`src/design/rau_pkg.sv`:
```
// rau_pkg: shared types and constants for the rational arithmetic unit
// no dependencies
`timescale 1ns / 1ps
package rau_pkg;
    localparam int W = 16;
    localparam int OP_BITS = 3;
    // op a_num a_den b_num b_den exponent, padded to whole bytes
    localparam int S_TDATA_BITS = ((OP_BITS + 5 * W + 7) / 8) * 8;
    // res_num res_den undefined, padded to whole bytes
    localparam int M_TDATA_BITS = ((2 * W + 1 + 7) / 8) * 8;

    typedef enum logic [2:0] {
        OP_ADD = 3'd0, OP_SUB = 3'd1, OP_MUL = 3'd2,
        OP_DIV = 3'd3, OP_ABS = 3'd4, OP_POW = 3'd5
    } op_e_t;

    // datapath commands
    typedef enum logic [3:0] {
        CMD_NONE, CMD_LOAD, CMD_MUL1, CMD_MUL2, CMD_ADDN, CMD_MAG,
        CMD_GCD_INIT, CMD_GCD_STEP, CMD_DIV_START, CMD_DIV_STEP, CMD_DIV_DONE,
        CMD_NEG_B, CMD_POW_INIT, CMD_POW_STEP, CMD_POW_FIX, CMD_BAD
    } cmd_t;

    typedef struct packed {
        logic gcd_more;    // second value still positive
        logic gcd_zero;    // gcd result is zero
        logic div_last;    // last quotient bit
        logic pow_more;    // exponent bits remain
    } stat_t;

    typedef enum logic [3:0] {
        ST_IDLE, ST_MUL1, ST_MUL2, ST_ADDN, ST_GCDI, ST_GCD, ST_GDIV, ST_DIVQ,
        ST_DIVD, ST_POWI, ST_POW, ST_POWF, ST_NEGB, ST_OUT
    } state_t;
endpackage

```
`src/design/rau_ctrl.sv`:
```
// rau_ctrl: sequencer for the rational arithmetic unit
// depends on rau_pkg
`timescale 1ns / 1ps
module rau_ctrl (
    input  logic                        aclk,
    input  logic                        aresetn,
    input  logic                        start,
    input  logic [rau_pkg::OP_BITS-1:0] op,
    input  rau_pkg::stat_t              stat,
    input  logic                        out_free,
    output rau_pkg::cmd_t               cmd,
    output logic                        busy,
    output logic                        done
);
    import rau_pkg::*;

    state_t state_reg, state_next;
    logic [OP_BITS-1:0] op_reg, op_next;
    logic phase_reg, phase_next;  // subtract: first pass reduces -b
    logic div_pass_reg, div_pass_next; // 0 numerator, 1 denominator

    always_ff @(posedge aclk) begin
        if (!aresetn) begin
            state_reg <= ST_IDLE;
            op_reg <= '0;
            phase_reg <= 1'b0;
            div_pass_reg <= 1'b0;
        end else begin
            state_reg <= state_next;
            op_reg <= op_next;
            phase_reg <= phase_next;
            div_pass_reg <= div_pass_next;
        end
    end

    always_comb begin
        state_next = state_reg;
        op_next = op_reg;
        phase_next = phase_reg;
        div_pass_next = div_pass_reg;
        cmd = CMD_NONE;
        done = 1'b0;
        busy = (state_reg != ST_IDLE);
        case (state_reg)
            ST_IDLE: begin
                if (start) begin
                    cmd = CMD_LOAD;
                    op_next = op;
                    phase_next = 1'b0;
                    case (op)
                        OP_ADD: state_next = ST_MUL1;
                        OP_SUB: state_next = ST_NEGB;
                        OP_MUL, OP_DIV: state_next = ST_MUL2;
                        OP_ABS: state_next = ST_ADDN;
                        OP_POW: state_next = ST_POWI;
                        default: state_next = ST_OUT;
                    endcase
                end
            end
            ST_NEGB: begin
                cmd = CMD_NEG_B;
                phase_next = 1'b1;
                state_next = ST_GCDI;
            end
            ST_MUL1: begin
                cmd = CMD_MUL1;
                state_next = ST_ADDN;
            end
            ST_MUL2: begin
                cmd = CMD_MUL2;
                state_next = ST_GCDI;
            end
            ST_ADDN: begin
                cmd = (op_reg == OP_ABS) ? CMD_MAG : CMD_ADDN;
                state_next = ST_GCDI;
            end
            ST_GCDI: begin
                cmd = CMD_GCD_INIT;
                state_next = ST_GCD;
            end
            ST_GCD: begin
                if (stat.gcd_more) begin
                    cmd = CMD_DIV_START;
                    div_pass_next = 1'b0;
                    state_next = ST_DIVQ;
                end else if (stat.gcd_zero) begin
                    cmd = CMD_BAD;
                    state_next = ST_OUT;
                end else begin
                    cmd = CMD_DIV_START;
                    div_pass_next = 1'b0;
                    state_next = ST_GDIV;
                end
            end
            ST_DIVQ: begin
                cmd = CMD_DIV_STEP;
                if (stat.div_last) state_next = ST_DIVD;
            end
            ST_DIVD: begin
                // remainder step of euclid
                cmd = CMD_GCD_STEP;
                state_next = ST_GCD;
            end
            ST_GDIV: begin
                cmd = CMD_DIV_STEP;
                if (stat.div_last) begin
                    state_next = ST_POWF;
                end
            end
            ST_POWF: begin
                if (op_reg == OP_POW) begin
                    cmd = CMD_POW_FIX;
                    state_next = ST_OUT;
                end else begin
                    cmd = CMD_DIV_DONE;
                    if (!div_pass_reg) begin
                        div_pass_next = 1'b1;
                        state_next = ST_GDIV;
                    end else if (op_reg == OP_SUB && phase_reg) begin
                        phase_next = 1'b0;
                        state_next = ST_MUL1;
                    end else begin
                        state_next = ST_OUT;
                    end
                end
            end
            ST_POWI: begin
                cmd = CMD_POW_INIT;
                state_next = ST_POW;
            end
            ST_POW: begin
                if (stat.pow_more) cmd = CMD_POW_STEP;
                else begin
                    cmd = CMD_NONE;
                    state_next = ST_POWF;
                end
            end
            ST_OUT: begin
                if (out_free) begin
                    done = 1'b1;
                    state_next = ST_IDLE;
                end
            end
            default: state_next = ST_IDLE;
        endcase
    end

    assert property (@(posedge aclk) disable iff (!aresetn)
        done |-> state_reg == ST_OUT)
        else $error("done outside output state");
    assert property (@(posedge aclk) disable iff (!aresetn)
        (state_reg == ST_IDLE && start) |=> busy)
        else $error("start not taken");
    assert property (@(posedge aclk) disable iff (!aresetn)
        done |=> state_reg == ST_IDLE)
        else $error("no return to idle");
endmodule

```
`src/design/rau_dp.sv`:
```
// rau_dp: datapath with multipliers, a restoring bit-serial divider and the
// gcd and power registers; depends on rau_pkg
`timescale 1ns / 1ps
module rau_dp (
    input  logic                          aclk,
    input  rau_pkg::cmd_t                 cmd,
    input  logic [rau_pkg::OP_BITS-1:0]   op,
    input  logic signed [rau_pkg::W-1:0]  a_num,
    input  logic signed [rau_pkg::W-1:0]  a_den,
    input  logic signed [rau_pkg::W-1:0]  b_num,
    input  logic signed [rau_pkg::W-1:0]  b_den,
    input  logic signed [rau_pkg::W-1:0]  exponent,
    output rau_pkg::stat_t                stat,
    output logic signed [rau_pkg::W-1:0]  res_num,
    output logic signed [rau_pkg::W-1:0]  res_den,
    output logic                          undefined
);
    import rau_pkg::*;

    logic signed [W-1:0] an_reg, ad_reg, bn_reg, bd_reg;
    logic signed [W-1:0] ex_reg;            // exponent held from the load
    logic signed [W-1:0] rn_reg, rd_reg;    // working rational
    logic signed [W-1:0] t1_reg;            // partial product
    logic signed [W-1:0] p_reg, q_reg;      // euclid pair
    logic [W-1:0] dvd_reg, dvs_reg, quo_reg, rem_reg;
    logic dneg_reg, rneg_reg;
    logic [4:0] cnt_reg;
    logic [W:0] e_reg;                      // exponent magnitude
    logic signed [W-1:0] pn_reg, pd_reg, accn_reg, accd_reg;
    logic undef_reg;
    logic expo_neg_reg;                     // operand inverted for the power
    logic which_reg; // 0 numerator, 1 denominator in normalising divide

    logic signed [W-1:0] mul_a, mul_b, mul_p;
    logic [W:0] trial;
    logic [W-1:0] rem_sh;
    logic signed [W-1:0] q_res, r_res;
    logic signed [W-1:0] base_n, base_d, pow_n, pow_d;

    function automatic logic signed [W-1:0] mag_f(input logic signed [W-1:0] v);
        mag_f = v[W-1] ? -v : v;
    endfunction

    assign mul_p = W'(mul_a * mul_b);
    always_comb begin
        mul_a = an_reg;
        mul_b = bd_reg;
        case (cmd)
            CMD_MUL1: begin mul_a = bn_reg; mul_b = ad_reg; end
            CMD_ADDN: begin mul_a = an_reg; mul_b = bd_reg; end
            default: begin mul_a = an_reg; mul_b = bd_reg; end
        endcase
    end

    assign rem_sh = {rem_reg[W-2:0], dvd_reg[W-1]};
    assign trial = {1'b0, rem_sh} - {1'b0, dvs_reg};

    assign stat.gcd_more = (q_reg > 0);
    assign stat.gcd_zero = (p_reg == '0);
    assign stat.div_last = (cnt_reg == 5'd0);
    assign stat.pow_more = (e_reg != '0);

    // signed results of the finished division (truncating)
    assign q_res = dneg_reg ? -quo_reg : quo_reg;
    assign r_res = rneg_reg ? -rem_reg : rem_reg;

    // original power bases; a base of 0 or 1 keeps its value for any exponent
    assign base_n = expo_neg_reg ? ad_reg : an_reg;
    assign base_d = expo_neg_reg ? an_reg : ad_reg;
    assign pow_n = (base_n == '0) ? '0 : (base_n == W'(1)) ? W'(1) : accn_reg;
    assign pow_d = (base_d == '0) ? '0 : (base_d == W'(1)) ? W'(1) : accd_reg;

    always_ff @(posedge aclk) begin
        case (cmd)
            CMD_LOAD: begin
                an_reg <= a_num; ad_reg <= a_den;
                bn_reg <= (op == OP_DIV) ? b_den : b_num;
                bd_reg <= (op == OP_DIV) ? b_num : b_den;
                ex_reg <= exponent;
                undef_reg <= ~(op <= OP_POW);
                rn_reg <= '0; rd_reg <= '0;
                which_reg <= 1'b0;
                if (op == OP_SUB) begin
                    rn_reg <= -b_num; rd_reg <= b_den;
                end
            end
            CMD_NEG_B: ;
            CMD_MUL1: t1_reg <= mul_p;
            CMD_MUL2: begin
                rn_reg <= W'(an_reg * bn_reg);
                rd_reg <= W'(ad_reg * bd_reg);
            end
            CMD_ADDN: begin
                rn_reg <= mul_p + t1_reg;
                rd_reg <= W'(ad_reg * bd_reg);
            end
            CMD_MAG: begin
                rn_reg <= mag_f(an_reg); rd_reg <= mag_f(ad_reg);
            end
            CMD_GCD_INIT: begin
                if (mag_f(rd_reg) == '0) begin
                    p_reg <= mag_f(rn_reg); q_reg <= '0;
                end else begin
                    p_reg <= mag_f(rd_reg); q_reg <= mag_f(rn_reg);
                end
                which_reg <= 1'b0;
            end
            CMD_DIV_START: begin
                // either p rem q (q>0, p may be negative) or part / g
                if (q_reg > 0) begin
                    dvd_reg <= mag_f(p_reg); dvs_reg <= q_reg;
                    dneg_reg <= 1'b0; rneg_reg <= p_reg[W-1];
                end else begin
                    dvd_reg <= mag_f(rn_reg); dvs_reg <= mag_f(p_reg);
                    dneg_reg <= rn_reg[W-1] ^ p_reg[W-1];
                    rneg_reg <= 1'b0;
                end
                rem_reg <= '0;
                cnt_reg <= 5'(W - 1);
            end
            CMD_DIV_STEP: begin
                if (!trial[W]) begin
                    rem_reg <= trial[W-1:0]; quo_reg <= {quo_reg[W-2:0], 1'b1};
                end else begin
                    rem_reg <= rem_sh; quo_reg <= {quo_reg[W-2:0], 1'b0};
                end
                dvd_reg <= {dvd_reg[W-2:0], 1'b0};
                if (cnt_reg != 5'd0) cnt_reg <= cnt_reg - 5'd1;
            end
            CMD_GCD_STEP: begin
                p_reg <= q_reg; q_reg <= r_res;
            end
            CMD_DIV_DONE: begin
                if (!which_reg) begin
                    rn_reg <= q_res;
                    which_reg <= 1'b1;
                    dvd_reg <= mag_f(rd_reg); dvs_reg <= mag_f(p_reg);
                    dneg_reg <= rd_reg[W-1] ^ p_reg[W-1];
                    rem_reg <= '0;
                    cnt_reg <= 5'(W - 1);
                end else begin
                    if (q_res[W-1]) begin
                        rn_reg <= -rn_reg; rd_reg <= -q_res;
                    end else rd_reg <= q_res;
                    // next pass of a subtract: the reduced -b becomes b
                    bn_reg <= q_res[W-1] ? -rn_reg : rn_reg;
                    bd_reg <= q_res[W-1] ? -q_res : q_res;
                end
            end
            CMD_BAD: begin
                rn_reg <= '0; rd_reg <= '0; undef_reg <= 1'b1;
                bn_reg <= '0; bd_reg <= '0;
            end
            CMD_POW_INIT: begin
                pn_reg <= ex_reg[W-1] ? ad_reg : an_reg;
                pd_reg <= ex_reg[W-1] ? an_reg : ad_reg;
                e_reg <= ex_reg[W-1] ? -{ex_reg[W-1], ex_reg} : {1'b0, ex_reg};
                expo_neg_reg <= ex_reg[W-1];
                accn_reg <= W'(1); accd_reg <= W'(1);
            end
            CMD_POW_STEP: begin
                if (e_reg[0]) begin
                    accn_reg <= W'(accn_reg * pn_reg);
                    accd_reg <= W'(accd_reg * pd_reg);
                end
                pn_reg <= W'(pn_reg * pn_reg);
                pd_reg <= W'(pd_reg * pd_reg);
                e_reg <= e_reg >> 1;
            end
            CMD_POW_FIX: begin
                rn_reg <= pow_d[W-1] ? -pow_n : pow_n;
                rd_reg <= pow_d[W-1] ? -pow_d : pow_d;
            end
            default: ;
        endcase
    end

    assign res_num = rn_reg;
    assign res_den = rd_reg;
    assign undefined = undef_reg;
endmodule

```
`src/design/rational_arithmetic_unit.sv`:
```
// rational_arithmetic_unit: top level, stream ports and output register
// depends on rau_pkg, rau_ctrl, rau_dp
`timescale 1ns / 1ps
// usage:
//   s_ channel: one transfer carries op, two 16-bit rationals and an exponent
//   m_ channel: one transfer per input with the reduced result and undefined flag
//   one item at a time; s_tready is high while the sequencer is idle
//   path from input transfer to m_tvalid: set-up (cross products for add,
//   products for multiply and divide, magnitudes for absolute value), euclid
//   steps and the two normalising divides on the bit-serial divider, then the
//   output register; subtract reduces -b first, then runs the add set-up and a
//   second reduction; unused opcodes go straight to the output state
//   power squares the base for each exponent magnitude bit, then fixes the sign
//   the bit-serial divider is shared by gcd and reduction
//   a new item is taken the cycle after the previous result has moved into the
//   output register, so a stalled receiver holds one result there and one
//   finished item in the sequencer, with s_tready low
//   reset (aresetn low, synchronous) empties the output register and returns
//   the sequencer to idle
module rational_arithmetic_unit (
    input  logic        aclk,
    input  logic        aresetn,
    input  logic        s_tvalid,
    output logic        s_tready,
    // op[2:0] a_num a_den b_num b_den exponent
    input  logic [rau_pkg::S_TDATA_BITS-1:0] s_tdata,
    output logic        m_tvalid,
    input  logic        m_tready,
    // res_num[15:0] res_den[31:16] undefined[32]
    output logic [rau_pkg::M_TDATA_BITS-1:0] m_tdata
);
    import rau_pkg::*;

    cmd_t  cmd;
    stat_t stat;
    logic  busy, done, start, out_free;
    logic signed [W-1:0] rn, rd;
    logic undef;
    logic m_tvalid_reg;
    logic [2*W:0] m_data_reg;

    assign start = s_tvalid && s_tready;
    assign s_tready = !busy;
    assign out_free = !m_tvalid_reg || m_tready;

    rau_ctrl u_ctrl (
        .aclk, .aresetn, .start, .op(s_tdata[OP_BITS-1:0]), .stat, .out_free,
        .cmd, .busy, .done
    );

    rau_dp u_dp (
        .aclk, .cmd, .op(s_tdata[OP_BITS-1:0]),
        .a_num(s_tdata[OP_BITS +: W]), .a_den(s_tdata[OP_BITS + W +: W]),
        .b_num(s_tdata[OP_BITS + 2 * W +: W]), .b_den(s_tdata[OP_BITS + 3 * W +: W]),
        .exponent(s_tdata[OP_BITS + 4 * W +: W]), .stat,
        .res_num(rn), .res_den(rd), .undefined(undef)
    );

    always_ff @(posedge aclk) begin
        if (!aresetn) m_tvalid_reg <= 1'b0;
        else if (done) m_tvalid_reg <= 1'b1;
        else if (m_tready) m_tvalid_reg <= 1'b0;
    end
    always_ff @(posedge aclk) if (done) m_data_reg <= {undef, rd, rn};

    assign m_tvalid = m_tvalid_reg;
    assign m_tdata = M_TDATA_BITS'(m_data_reg);

    assert property (@(posedge aclk) disable iff (!aresetn)
        (m_tvalid && !m_tready) |=> m_tvalid)
        else $error("result dropped");
    assert property (@(posedge aclk) disable iff (!aresetn)
        start |-> !busy)
        else $error("transfer while busy");
    assert property (@(posedge aclk) disable iff (!aresetn)
        done |-> out_free)
        else $error("output overwritten");
endmodule
```
`config.mk`:
```
export PLATFORM = sky130hd
export DESIGN_NAME = rational_arithmetic_unit
export DESIGN_NICKNAME = d
export VERILOG_FILES = /design/src/design/rau_pkg.sv /design/src/design/rau_ctrl.sv /design/src/design/rau_dp.sv /design/src/design/rational_arithmetic_unit.sv
export SDC_FILE = /design/constraint.sdc
export NUM_CORES = 2
export LEC_CHECK = 0
export BUFFER_PORTS_ARGS = -buffer_cell sky130_fd_sc_hd__buf_2
export CAP_MARGIN = 20
export CORE_MARGIN = 1.5
export CORE_UTILIZATION = 41
export CTS_BUF_LIST = sky130_fd_sc_hd__clkbuf_16
export DETAILED_ROUTE_END_ITERATION = 7
export MAX_ROUTING_LAYER = met4
export SYNTH_ARGS = -nofsm -noshare
export SYNTH_HDL_FRONTEND = slang
export SYNTH_SLANG_ARGS = --single-unit
```
`constraint.sdc`:
```
create_clock -name aclk -period 24.7 [get_ports aclk]
set_input_delay 4.94 -clock aclk [delete_from_list [all_inputs] [get_ports aclk]]
set_output_delay 4.94 -clock aclk [all_outputs]
set_load 0.005 [all_outputs]
```
==> flow_summary.yaml <==
global_route:
  grt_max_degree: 65
  first_global_vias: 38000
  grt_usage: 0.248
  grt_pass1_wl_mm: 224
  antenna_found_initial: 21
  grt_overflow_total: 0
die:
  die-area_sq_um: 121000
  fp.dieW_um: 347
  rows: 126
  coreArea_sq_um: 118000
  start_util: 0.413
  ios: 134
  die_h_um: 347
setup_path:
  r2r_end: "u_dp.res_num[15]"
  critPathSlowestCell: "mux2i_1"
  critical_path_arrival_ns: 10.18
  max_stage_delay_ns: 0.83
  worst-setup-path-type: "flip-flop to flip-flop"
  reg2reg_slack_ns: 14.90
  rr_worst_depth: 31
  end_kind: "flip-flop"
  endpoint: "u_dp.res_num[15]"
  crit_fanout: 49
  cp-startpoint: "u_ctrl.state_reg[0]"
  cp.required_ns: 25.08
  rr_startpoint: "u_ctrl.state_reg[0]"
  critPathLaunchType: "flip-flop"
  crit_path_frequent_cell: "inv_1"
clocking:
  clockRootBuffer: "clkbuf_16"
  cts_inserted_buffers: 47
  cts_tree: "built"
  htreeDepth: 2
  postCtsHoldBufs: 0
  clkLatencyLatePin_ns: 0.65
  cts_sinks: 358
  cts_buffer_depth: 3
  post_cts_resized: 0
  cts_setup_buffers: 0
  cts.clk_slew.worst_paths_ns: 0.06
layout:
  fillerInstances: 11600
  final_common_cell: "inv_1"
  drive_gt1_frac: 0.0653
  fin_nets: 6444
  syn2layout_area_growth_pct: 7.95
  largest_register_ffs: 33
  layout_common_cells: "inv_1 (949), nand2_1 (632), fa_1 (533)"
timing:
  slew_violations: 0
  rsz0062_at_grt: "no"
  setup_viol_count_final: 0
  tightest_slew_ns: 1.06
  fin_setup_tns_ns: 0
  max-slew-margin-rel: 0.289
  fmaxAchievable_mhz: 102
  hold_viol: 0
  clock_skew_ns: 0.0497
  finalCritPeriodShare: 0.397
  period_needed_ns: 9.80
job:
  cap_viol_max_count: 0
logic_synthesis:
  synth_edf_count: 348
  syn_inst: 5361
  avgSynthCellArea_sq_um: 9.07
  yosysUniqueCellTypes: 76
  synth_ff_type: "edfxtp_1"
  ys_ff_latch: 358
  async_flop_share: 0
  syn_area_sq_um: 48600
  yosysSeqAreaShare: 0.219
  synth_warnings: 0
route:
  drc_errors: 0
  vias: 37400
  ant_nets: 0
  wl_per_cell_um: 20.7
  via_per_inst: 5.39
  dr.pass1.iters: 6
  drt_iter0_drc: 3576
  wl_mm: 144
place:
  globalplace.congestion: 0.974
  port_buffers: 121
  dp_hpwl_mm: 107
hold_path:
  hp-class: "flip-flop to flip-flop"
outcome:
  status: "finished, final reports clean"
[metrics by stage]
step	hold slack [ns]	utilization	instance area, sq um	cells	setup slack, ns
detailed placement	0.436	0.432	50800	6840	14.95
floorplan	0.400	-	48700	5368	16.18
finish	0.458	0.446	52500	6944	14.90
CTS	0.458	0.445	52400	6926	14.94
global placement	0.438	0.432	50800	6840	14.99
global route	0.477	0.446	52500	6939	14.20
[worst max-delay path, delay by kind of cell (launching register included)]
| kind | cells | cell delay, ns |
|---|---|---|
| multiplexers | 1 | 0.83 |
| buffers and inverters | 8 | 1.38 |
| AO/OA/AOI/OAI | 8 | 2.27 |
| AND/OR/NAND/NOR | 5 | 1.27 |
| XOR/XNOR | 1 | 0.18 |
| adder cells (fa/ha/maj) | 8 | 2.85 |
| flip-flops | 1 | 0.70 |
[metal layers]
metal  up-vias  wire length (um)  GRT usage
met2      1484             64800      0.384
met4         0              3830     0.0675
met1     18500             61200      0.333
met5         -                 0          -
li1      17200                 -          -
met3       251             14000     0.0441
[area by class of cell]
cell class	count	area, sq um	share of cell area
clock buffers	47	1180	0.0224
repair buffers	210	1320	0.0251
well taps	1536	1920	0.0366
clock inverters	39	375	0.00715
flip-flops and latches	358	10700	0.203
diodes	14	35.0	0.000667
inverters	942	3540	0.0674
multi-input cells	3798	33500	0.638
[cell usage after synthesis (all sizes together), types with 18 or more instances]
cell,count,area share
fa,533,0.22
or4,18,0.0030
nor2b,31,0.0040
nand2b,36,0.0046
a31oi,19,0.0024
nor4,21,0.0030
a21o,26,0.0040
o41ai,22,0.0040
nor2,287,0.022
mux2,34,0.0079
nand3,62,0.0064
o22ai,30,0.0039
xnor2,301,0.054
ha,462,0.12
or3,32,0.0041
xor2,153,0.028
buf,25,0.0030
nor3,49,0.0051
o221ai,22,0.0040
clkbuf,245,0.019
o21ai,197,0.020
a21oi,156,0.016
mux2i,117,0.024
o21bai,26,0.0040
nand2,634,0.049
and2,332,0.043
o31ai,37,0.0057
inv,941,0.073
edfxtp,348,0.21
[cell families (layout without fill, tap and decap cells)]
logic type,after synthesis,after routing,synth area share
AOI/OAI and AO/OA,639,639,0.0826
xor gates and xnor gates,455,455,0.0822
muxes,151,151,0.0320
buffers and inverters,1212,1238,0.0946
DFF,358,358,0.219
other,1,22,0.0000771
and+or+nand+nor,1550,1550,0.151
adders and majority gates,995,995,0.338
[worst min-delay path by stage]
stage,startpoint,endpoint,slack [ns],depth (start not counted)
after floorplan,u_dp.undefined,m_data_reg[32],0.40,0
after global placement,u_dp.undefined,m_data_reg[32],0.44,0
after detailed placement,u_dp.undefined,m_data_reg[32],0.44,0
after CTS,u_dp.undefined,m_data_reg[32],0.46,0
after global routing,u_dp.undefined,m_data_reg[32],0.48,0
final,u_dp.undefined,m_data_reg[32],0.46,0
Power is left out: the tool's default activity adds up to more than one toggle a clock period on the data nets, which glitch-free logic cannot reach.
